**src/rtl/core/u8d_pkg.sv**
```systemverilog
`timescale 1ns / 1ps
`default_nettype none
package u8d_pkg;

  localparam int QUEUE_DEPTH_DEF = 4;

  localparam int CP_W = 31;

  localparam logic [1:0] ST_OK      = 2'd0;
  localparam logic [1:0] ST_INVALID = 2'd1;
  localparam logic [1:0] ST_TRUNC   = 2'd2;

  localparam logic [1:0] CLS_ASCII   = 2'd0;
  localparam logic [1:0] CLS_INVALID = 2'd1;
  localparam logic [1:0] CLS_LEAD    = 2'd2;

  // A classified byte. The class, length and lead payload only matter when no
  // continuation is due; otherwise the back end uses the low six bits.
  typedef struct packed {
    logic [1:0] cls;
    logic [2:0] more;
    logic [6:0] bits;
    logic [5:0] low6;
    logic       eos;
  } item_t;

  function automatic item_t classify(input logic [7:0] b, input logic eos);
    item_t it;
    it.cls  = CLS_INVALID;
    it.more = 3'd0;
    it.bits = 7'd0;
    it.low6 = b[5:0];
    it.eos  = eos;
    case (b) inside
      [8'h00:8'h7f]: begin
        it.cls  = CLS_ASCII;
        it.bits = b[6:0];
      end
      [8'hc0:8'hdf]: begin
        it.cls  = CLS_LEAD;
        it.more = 3'd1;
        it.bits = {2'b00, b[4:0]};
      end
      [8'he0:8'hef]: begin
        it.cls  = CLS_LEAD;
        it.more = 3'd2;
        it.bits = {3'b000, b[3:0]};
      end
      [8'hf0:8'hf7]: begin
        it.cls  = CLS_LEAD;
        it.more = 3'd3;
        it.bits = {4'b0000, b[2:0]};
      end
      [8'hf8:8'hfb]: begin
        it.cls  = CLS_LEAD;
        it.more = 3'd4;
        it.bits = {5'b00000, b[1:0]};
      end
      [8'hfc:8'hfd]: begin
        it.cls  = CLS_LEAD;
        it.more = 3'd5;
        it.bits = {6'b000000, b[0]};
      end
      default: begin
        it.cls = CLS_INVALID;
      end
    endcase
    return it;
  endfunction

endpackage
`default_nettype wire

```
**src/rtl/core/u8d_if.sv**
```systemverilog
`timescale 1ns / 1ps
`default_nettype none
interface u8d_in_if;
  logic       valid;
  logic       ready;
  logic [7:0] in_byte;
  logic       end_of_string;

  modport source (output valid, output in_byte, output end_of_string, input ready);
  modport sink (input valid, input in_byte, input end_of_string, output ready);
endinterface

interface u8d_out_if;
  logic        valid;
  logic        ready;
  logic [30:0] code_point;
  logic [1:0]  status;
  logic        last_of_string;

  modport source (output valid, output code_point, output status, output last_of_string,
                  input ready);
  modport sink (input valid, input code_point, input status, input last_of_string,
                output ready);
endinterface
`default_nettype wire

```
**src/rtl/core/u8d_front.sv**
```systemverilog
`timescale 1ns / 1ps
`default_nettype none
module u8d_front (
  input  wire logic           clk,
  input  wire logic           rst_n,
  u8d_in_if.sink              in_s,
  output      u8d_pkg::item_t item_o,
  output      logic           item_valid_o,
  input  wire logic           item_ready_i
);
  import u8d_pkg::*;

  logic  v_r, v_nxt;
  item_t item_r, item_nxt;
  logic  take;

  assign in_s.ready = !v_r || item_ready_i;
  assign take       = in_s.valid && in_s.ready;

  always_comb begin
    v_nxt    = v_r;
    item_nxt = item_r;
    if (take) begin
      v_nxt    = 1'b1;
      item_nxt = classify(in_s.in_byte, in_s.end_of_string);
    end else if (item_ready_i) begin
      v_nxt = 1'b0;
    end
  end

  always_ff @(posedge clk) begin
    if (!rst_n) begin
      v_r <= 1'b0;
    end else begin
      v_r <= v_nxt;
    end
    item_r <= item_nxt;
  end

  assign item_o       = item_r;
  assign item_valid_o = v_r;
endmodule
`default_nettype wire

```
**src/rtl/core/u8d_queue.sv**
```systemverilog
`timescale 1ns / 1ps
`default_nettype none
module u8d_queue #(
  parameter int DEPTH = 4
) (
  input  wire logic           clk,
  input  wire logic           rst_n,
  input  wire u8d_pkg::item_t wr_item_i,
  input  wire logic           wr_valid_i,
  output      logic           wr_ready_o,
  output      u8d_pkg::item_t rd_item_o,
  output      logic           rd_valid_o,
  input  wire logic           rd_ready_i
);
  import u8d_pkg::*;

  localparam int PW = (DEPTH > 1) ? $clog2(DEPTH) : 1;
  localparam int CW = $clog2(DEPTH + 1);

  item_t         mem [DEPTH];
  logic [PW-1:0] wp_r, wp_nxt, rp_r, rp_nxt;
  logic [CW-1:0] cnt_r, cnt_nxt;
  logic          push, pop;

  assign wr_ready_o = (cnt_r != CW'(DEPTH));
  assign rd_valid_o = (cnt_r != '0);
  assign push       = wr_valid_i && wr_ready_o;
  assign pop        = rd_valid_o && rd_ready_i;
  assign rd_item_o  = mem[rp_r];

  always_comb begin
    wp_nxt  = wp_r;
    rp_nxt  = rp_r;
    cnt_nxt = cnt_r;
    if (push) begin
      wp_nxt = (wp_r == PW'(DEPTH - 1)) ? '0 : wp_r + 1'b1;
    end
    if (pop) begin
      rp_nxt = (rp_r == PW'(DEPTH - 1)) ? '0 : rp_r + 1'b1;
    end
    if (push && !pop) begin
      cnt_nxt = cnt_r + 1'b1;
    end else if (pop && !push) begin
      cnt_nxt = cnt_r - 1'b1;
    end
  end

  always_ff @(posedge clk) begin
    if (!rst_n) begin
      wp_r  <= '0;
      rp_r  <= '0;
      cnt_r <= '0;
    end else begin
      wp_r  <= wp_nxt;
      rp_r  <= rp_nxt;
      cnt_r <= cnt_nxt;
    end
  end

  always_ff @(posedge clk) begin
    if (push) begin
      mem[wp_r] <= wr_item_i;
    end
  end
endmodule
`default_nettype wire

```
**src/rtl/core/u8d_back.sv**
```systemverilog
`timescale 1ns / 1ps
`default_nettype none
module u8d_back (
  input  wire logic           clk,
  input  wire logic           rst_n,
  input  wire u8d_pkg::item_t item_i,
  input  wire logic           item_valid_i,
  output      logic           item_ready_o,
  u8d_out_if.source           out_s
);
  import u8d_pkg::*;

  logic [2:0]      pend_r, pend_nxt;
  logic [CP_W-1:0] part_r, part_nxt;
  logic            ov_r, ov_nxt;
  logic [CP_W-1:0] cp_r, cp_nxt;
  logic [1:0]      st_r, st_nxt;
  logic            last_r, last_nxt;
  logic            step;
  logic [CP_W-1:0] shifted;
  logic [2:0]      pend_dec;

  // A request may be taken whenever the output register is free or drains now;
  // bytes that give no result simply update the state.
  assign item_ready_o = !ov_r || out_s.ready;
  assign step         = item_valid_i && item_ready_o;
  assign shifted      = {part_r[CP_W-7:0], item_i.low6};
  assign pend_dec     = pend_r - 3'd1;

  always_comb begin
    pend_nxt = pend_r;
    part_nxt = part_r;
    ov_nxt   = ov_r && !out_s.ready;
    cp_nxt   = cp_r;
    st_nxt   = st_r;
    last_nxt = last_r;
    if (step) begin
      if (pend_r == 3'd0) begin
        case (item_i.cls)
          CLS_ASCII: begin
            ov_nxt   = 1'b1;
            cp_nxt   = CP_W'(item_i.bits);
            st_nxt   = ST_OK;
            last_nxt = item_i.eos;
          end
          CLS_LEAD: begin
            if (item_i.eos) begin
              ov_nxt   = 1'b1;
              cp_nxt   = '0;
              st_nxt   = ST_TRUNC;
              last_nxt = 1'b1;
            end else begin
              pend_nxt = item_i.more;
              part_nxt = CP_W'(item_i.bits);
            end
          end
          default: begin
            ov_nxt   = 1'b1;
            cp_nxt   = '0;
            st_nxt   = ST_INVALID;
            last_nxt = item_i.eos;
          end
        endcase
      end else if (pend_dec == 3'd0) begin
        pend_nxt = 3'd0;
        part_nxt = '0;
        ov_nxt   = 1'b1;
        cp_nxt   = shifted;
        st_nxt   = ST_OK;
        last_nxt = item_i.eos;
      end else if (item_i.eos) begin
        pend_nxt = 3'd0;
        part_nxt = '0;
        ov_nxt   = 1'b1;
        cp_nxt   = '0;
        st_nxt   = ST_TRUNC;
        last_nxt = 1'b1;
      end else begin
        pend_nxt = pend_dec;
        part_nxt = shifted;
      end
    end
  end

  always_ff @(posedge clk) begin
    if (!rst_n) begin
      pend_r <= 3'd0;
      part_r <= '0;
      ov_r   <= 1'b0;
    end else begin
      pend_r <= pend_nxt;
      part_r <= part_nxt;
      ov_r   <= ov_nxt;
    end
    cp_r   <= cp_nxt;
    st_r   <= st_nxt;
    last_r <= last_nxt;
  end

  assign out_s.valid          = ov_r;
  assign out_s.code_point     = cp_r;
  assign out_s.status         = st_r;
  assign out_s.last_of_string = last_r;
endmodule
`default_nettype wire

```
**src/rtl/core/utf8_stream_decoder.sv**
```systemverilog
`timescale 1ns / 1ps
`default_nettype none
// Decodes a byte stream in the original six-byte UTF-8 form into 31-bit code
// points, one byte per request. The block takes one byte every cycle for as
// long as the result side keeps up; a byte passes through the classifying
// register, the queue and the output register before its result appears.
// The queue of QUEUE_DEPTH entries lets the input side keep going while the
// result side stalls. Lead bytes and middle continuation bytes give no
// result unless they end the string; stray continuation bytes and 0xFE/0xFF
// are reported as invalid and dropped. No clearing pass is needed after reset.
module utf8_stream_decoder #(
  parameter int QUEUE_DEPTH = u8d_pkg::QUEUE_DEPTH_DEF
) (
  input wire logic   clk,
  input wire logic   rst_n,
  u8d_in_if.sink     in_chan,
  u8d_out_if.source  out_chan
);
  import u8d_pkg::*;

  item_t f_item, q_item;
  logic  f_valid, f_ready, q_valid, q_ready;

  u8d_front u_front (
    .clk          (clk),
    .rst_n        (rst_n),
    .in_s         (in_chan),
    .item_o       (f_item),
    .item_valid_o (f_valid),
    .item_ready_i (f_ready)
  );

  u8d_queue #(
    .DEPTH (QUEUE_DEPTH)
  ) u_queue (
    .clk        (clk),
    .rst_n      (rst_n),
    .wr_item_i  (f_item),
    .wr_valid_i (f_valid),
    .wr_ready_o (f_ready),
    .rd_item_o  (q_item),
    .rd_valid_o (q_valid),
    .rd_ready_i (q_ready)
  );

  u8d_back u_back (
    .clk          (clk),
    .rst_n        (rst_n),
    .item_i       (q_item),
    .item_valid_i (q_valid),
    .item_ready_o (q_ready),
    .out_s        (out_chan)
  );
endmodule
`default_nettype wire

```
**src/flat_wrapper.sv**
```systemverilog
// flat-port wrapper written by rule: the top's interface ports become plain ports
module utf8_stream_decoder_flat import u8d_pkg::*;
#(
  parameter int QUEUE_DEPTH = u8d_pkg::QUEUE_DEPTH_DEF
)
  (clk, rst_n, in_chan_valid, in_chan_in_byte, in_chan_end_of_string, in_chan_ready, out_chan_valid, out_chan_code_point, out_chan_status, out_chan_last_of_string, out_chan_ready);
  u8d_in_if in_chan_i ();
  u8d_out_if out_chan_i ();
  input wire logic clk;
  input wire logic rst_n;
  input wire logic [$bits(in_chan_i.valid)-1:0] in_chan_valid;
  input wire logic [$bits(in_chan_i.in_byte)-1:0] in_chan_in_byte;
  input wire logic [$bits(in_chan_i.end_of_string)-1:0] in_chan_end_of_string;
  output wire logic [$bits(in_chan_i.ready)-1:0] in_chan_ready;
  output wire logic [$bits(out_chan_i.valid)-1:0] out_chan_valid;
  output wire logic [$bits(out_chan_i.code_point)-1:0] out_chan_code_point;
  output wire logic [$bits(out_chan_i.status)-1:0] out_chan_status;
  output wire logic [$bits(out_chan_i.last_of_string)-1:0] out_chan_last_of_string;
  input wire logic [$bits(out_chan_i.ready)-1:0] out_chan_ready;
  assign in_chan_i.valid = in_chan_valid;
  assign in_chan_i.in_byte = in_chan_in_byte;
  assign in_chan_i.end_of_string = in_chan_end_of_string;
  assign in_chan_ready = in_chan_i.ready;
  assign out_chan_valid = out_chan_i.valid;
  assign out_chan_code_point = out_chan_i.code_point;
  assign out_chan_status = out_chan_i.status;
  assign out_chan_last_of_string = out_chan_i.last_of_string;
  assign out_chan_i.ready = out_chan_ready;
  utf8_stream_decoder #(.QUEUE_DEPTH(QUEUE_DEPTH)) u_core (.clk(clk), .rst_n(rst_n), .in_chan(in_chan_i), .out_chan(out_chan_i));
endmodule
```
**config.mk**
```make
export PLATFORM = sky130hd
export DESIGN_NAME = utf8_stream_decoder_flat
export DESIGN_NICKNAME = d
export VERILOG_FILES = /design/src/rtl/core/u8d_pkg.sv /design/src/rtl/core/u8d_if.sv /design/src/rtl/core/u8d_front.sv /design/src/rtl/core/u8d_queue.sv /design/src/rtl/core/u8d_back.sv /design/src/rtl/core/utf8_stream_decoder.sv /design/src/flat_wrapper.sv
export SDC_FILE = /design/constraint.sdc
export NUM_CORES = 1
export LEC_CHECK = 0
export ABC_AREA = 1
export CORE_MARGIN = 2
export CORE_UTILIZATION = 32
export CTS_CLUSTER_SIZE = 14
export DETAILED_ROUTE_END_ITERATION = 10
export DONT_BUFFER_PORTS = 1
export SYNTH_ARGS = -nofsm -noshare
export SYNTH_HDL_FRONTEND = slang
export SYNTH_HIERARCHICAL = 1
export SYNTH_SLANG_ARGS = --single-unit
```
**constraint.sdc**
```tcl
create_clock -name clk -period 6.1 [get_ports clk]
set_input_delay 0.61 -clock clk [delete_from_list [all_inputs] [get_ports clk]]
set_output_delay 0.61 -clock clk [all_outputs]
set_load 0.02 [all_outputs]
```
* After elaboration in Yosys (flattened, before gate mapping)
Memories as Yosys holds them, arrays and structs flattened. A register that Yosys moved wholly into a read port is not among the register bits. Index checks and enable logic that the tools add are counted.
Word-level totals: bits in registers 90, RAM bits 76, input port bits 13, output and inout bits 36, word-level logic and storage cells 124, memories 1
Operators by class: add/sub/neg operators 5, order comparisons 12, equality and inequality tests 6, muxes and demuxes 53, reductions and logical operators 29
Memory list:
- u_core.u_queue.mem | words 4, width 19, read ports 1, clocked after Yosys merged registers in 1, write ports 1, RTL line u8d_queue.sv:20 | item_t mem [DEPTH];
Operator list (count):
- $mux 25 | 5
- $mux 31 | 3
- $pmux 31 s2 | 1
- $ge 8x8->1 const B | 5
- $le 8x8->1 const B | 5
- $mux 2 | 15
- $mux 3 | 10
- $mux 1 | 15
- $mux 7 | 2
- $logic_and 1x1->1 | 12
- $ge 8x1->1 const B | 1
- $le 8x7->1 const B | 1
- $eq 2x2->1 const B | 3
- $logic_not 3->1 | 2
- $sub 3x1->3 const B | 2
- $logic_not 1->1 | 5
- $reduce_or 5->1 | 1
- $add 2x1->2 const B | 2
- $mux 4 | 1
- $pmux 2 s2 | 1
- $reduce_bool 2->1 | 2
- $reduce_or 4->1 | 1
- $add 3x1->3 const B | 1
- $ne 3x3->1 const B | 1
- 7 further kinds | 8

* Longest topological paths before layout
depth after elaboration 8, depth in mapped cells 14, mapped depth without buffers 13

* Cells and area by module
The synthesis kept the hierarchy.
Modules (own cells, without submodules):
- u8d_queue | instances 1, cells each 254, area an instance 3354.5 sq um, seq. area each 2462.4 sq um
- u8d_back | instances 1, cells each 413, area an instance 3165.5 sq um, seq. area each 1601.5 sq um
- u8d_front | instances 1, cells each 60, area an instance 792.0 sq um, seq. area each 590.6 sq um

* Least setup slack after synthesis
OpenSTA, ideal clock, no wires.
path kind input to register, start point input out_chan_ready, end point register u_core.u_back.part_r[7], library setup time 0.064 ns, arrival 2.201 ns, data required time 6.036 ns, setup slack 3.835 ns, cell stages on the path 9, path buffers 1, cells stage by stage inv_1 -> nand2_1 -> nand2_1 -> inv_1 -> nand3_4 -> buf_4 -> nand2_1 -> inv_1 -> nor2_1
Between the ends: word-level cells in the longest chain between the ends 3
RTL lines:
- start, declared | RTL line flat_wrapper.sv:19 | input wire logic [$bits(out_chan_i.ready)-1:0] out_chan_ready;
- $logic_or 1x1->1 | RTL line u8d_back.sv:25 | assign item_ready_o = !ov_r || out_s.ready;
- named net u_core.q_ready | RTL line utf8_stream_decoder.sv:22 | logic f_valid, f_ready, q_valid, q_ready;
- $logic_and 1x1->1 | RTL line u8d_back.sv:26 | assign step = item_valid_i && item_ready_o;
- named net u_core.u_back.step | RTL line u8d_back.sv:19 | logic step;
- $reduce_and 3->1 (no line)
- end signal, assigned | RTL line u8d_back.sv:92 | part_r <= part_nxt;
- end, declared | RTL line u8d_back.sv:14 | logic [CP_W-1:0] part_r, part_nxt;
The timed path passes the listed nets, and every way through them passes these cells. A chain may end at the register's enable or synchronous reset.

==> results.md <==
* Status: completed
* CP max stage delay at around 0.52 ns
* RSZ-0062 raised after global routing: no
* Register area share after synthesis at 0.6366
* Final hold violations at 0
* Worst Setup Start Kind: register
* Hold WS at 0.2671 ns
* Post-CTS resize count at 0
* Pre-CTS setup slack at 3.111 ns
* Global-route wire length before repair at 23740 µm
* Cell taking the most area after synthesis: edfxtp_1
* Crit path buffers/inverters at 2
* Cell area after synthesis at about 7300 µm²
* Die H at 155.2 µm
* Arr. time, crit path at about 3.3 ns
* LEAKAGE at 3.086 nW
* Postcts setup bufs at 0
* Syn Inst Count at 727
* IO buf count at 0
* Initial Utilization at 0.3249
* TNS Setup at 0 ns
* Number of global-route vias before repair at 4486
* F_max at 0.3322 GHz
* Worst path slowest cell: nor2_4
* Area growth syn-to-layout at 10.23%
* Drc violations at 0
* Routed wire per std cell at 14.73 µm
* GRT met3 Usage at 0.03760
* Post-CTS Hold Fix Bufs at 0
* # diodes at 0
* Netlist cell types at 33
* Met2 Usage GRT at 0.1998
* Met1 Use GR at 0.1702
* Post-synthesis async set-or-reset flop share at 0
* Layout cell share with drive strength beyond 1 at 0.08856
* Sequential cell area at 4654 µm²
* Max-slew violation count at 0
* Worst-path maximum fanout at 39
* Final instance area at 8060 µm²
* CTS tree: done
* CTS buffer count at 17
* Most used DFF post-synth: edfxtp_1
* GRT Util Overall at 0.1280
* Boundary Pins at 49
* Largest cells by area after synthesis: edfxtp_1 53%, dfxtp_1 11%, nand2_1 8.0%
* TritonRoute pass-1 iters at 5
* Antenna Nets Post-Route at 0
* Htree depth at 4
* Clock-pin slew on the worst setup and hold paths at 0.07 ns
* Sink Count at roughly 170
* Final min period at 3.010 ns
* Avg Cell Area, Syn at a little over 10 µm²
* Endpoint class of the critical path: register
* Multi-input gate area in the final layout at 2107 µm²
* Core area at 22500 µm²
* Final setup violation count at 0
* CP required at ~6.4 ns
* Die W at 155.2 µm
* Row count at 55
* VDD IR max at 0.0002322 V
* # fillers at 2194
* Largest net degree at the start of global routing at 50
* Final #Nets at 744
* Gr busiest metal: met2
* Slew HR at 0.2206
* CTS Root Cell: clkbuf_16
* Cell family with most CP delay: simple AND/OR/NAND/NOR gates
* Core Util, Final at 0.3582
* Max Cap Viol at 0
* Initial antenna violation count at 0
* DP Area at 7486 µm²
* Clock latency on the worst-skew pair at approximately 0.43 ns
* Congestion Overflow GR at 0
* Dpl hpwl at 9472 µm
* Period utilization at 0.4935
* Synthesized Nets at 750
* CP Cell Sequence: buf_4, inv_2, o21ai_0, o22ai_1, nand2_1, nand2_2, nand2_2, nor2_4, nand2_1, nor2_1, nor2_1
* Setup CP Type: register to register
* Vias at 4739
* Final wirelength at 15010 µm
* GP Congestion at 0.7408
* Slew @ Worst Pin at between 1 and 1.5 ns
* CTS Buffer Depth at 2
* Power per cell area at 559.2 nW/µm²
* Initial drt markers at 403
* Post-synth top area share at 0.5298
* Worst Hold Class: input pin to register
* Synth warn at 6
* Seq cells post-synth at 168
* EDFF count, synth at roughly 130
* Final WS setup at roughly 3.1 ns
* Die ar. at roughly 24000 µm²
* Layout Skew at around 0.01 ns
* Vias/cell at 4.651
==> state kept, by name, indices dropped and copies added (netlist names), named ones only <==
register	flops
u_core/u_back/pend_r	3
u_core/u_front/item_o	19
u_core/u_queue/mem	76
u_core/u_front/item_valid_o	1
u_core/u_back/out_s.code_point	31
u_core/u_back/out_s.last_of_string	1
u_core/u_back/part_r	25
u_core/u_back/out_s.status	2
u_core/u_queue/rp_r	2
u_core/u_queue/cnt_r	3
u_core/u_back/out_s.valid	1
u_core/u_queue/wp_r	2
==> metrics by stage <==
stage,power [mW],cells
global placement,3.468,987
floorplan,3.185,727
CTS,4.552,1019
global route,4.850,1019
detailed placement,3.486,987
finish,4.507,1019
==> worst register-to-register path: cells and delay by family (launching register included) <==
kind | cells | cell delay, ns
simple gates | 7 | 1.33
compound gates | 2 | 0.51
flops | 1 | 0.30
buf+inv | 2 | 0.75
==> cells by family (layout without fill, tap and decap cells) <==
logic type	Yosys count	after routing	synth area share
adder cells (fa/ha/maj)	10	10	0.01814
AO/OA/AOI/OAI	101	101	0.07751
buffers and inverters	116	123	0.07580
AND/OR/NAND/NOR	332	332	0.1920
flip-flops	168	168	0.6366
==> cell usage after synthesis (2+ instances only) <==
cell type,number
nor2_4,2
inv_1,78
inv_2,6
nor2_2,6
nand3_1,44
dfxtp_1,39
buf_4,6
clkbuf_1,5
ha_1,9
nand2_2,9
buf_1,2
o21ai_2,2
nor2_1,102
nand2_1,155
a21boi_2,2
nand4_1,9
buf_2,7
o21ai_0,56
o22ai_1,29
edfxtp_1,129
a21oi_1,9
buf_6,10
==> area by class of cell <==
class | instances | share of cell area
Sequential cell | 168 | 0.5775
Inverter | 84 | 0.03912
Clock buffer | 18 | 0.05324
Timing Repair Buffer | 7 | 0.006520
Multi-Input combinational cell | 443 | 0.2614
Clock inverter | 14 | 0.01801
Tap cell | 285 | 0.04424
==> layout by cell type (no fill, tap or decap), drive strengths merged <==
cell type,synthesis,layout
nand3b,1,1
a21oi,9,9
o211ai,1,1
nand4,9,9
a21boi,3,3
o22ai,29,29
ha,9,9
fa,1,1
and2,1,1
buf,26,7
nor2,110,110
nor3,1,1
clkbuf,6,18
nand2,164,164
dfxtp,39,39
clkinv,0,5
inv,84,88
nand3,46,46
clkinvlp,0,3
bufinv,0,2
edfxtp,129,129
o21ai,59,59
==> power by group <==
| group | leakage, nW | internal (mW) | switching [mW] | total (mW) |
|---|---|---|---|---|
| Clock | 0.272 | 0.604 | 0.455 | 1.06 |
| Combinational | 1.26 | 0.446 | 1.08 | 1.53 |
| Sequential | 1.55 | 1.60 | 0.326 | 1.92 |
==> final timing paths <==
| path | start | end | slack, ns | cells after the start |
|---|---|---|---|---|
| hold / removal | in_chan_end_of_string | u_core/u_front/item_o[0] | 0.27 | 0 |
| setup reg to reg | register | u_core/u_back/part_r[2] | 3.09 | 11 |
| setup / recovery | register | u_core/u_back/part_r[2] | 3.09 | 11 |
| hold reg to reg | u_core/u_front/item_o[8] | u_core/u_queue/mem[1][8] | 0.50 | 0 |
==> metal layers <==
metal / vias up / part of all wire
met3: 11 / 0.060
li1: 2398 / -
met1: 2230 / 0.46
met2: 100 / 0.47
met4: 0 / 0.010
met5: - / 0
Power figures use the tool's default switching activity.
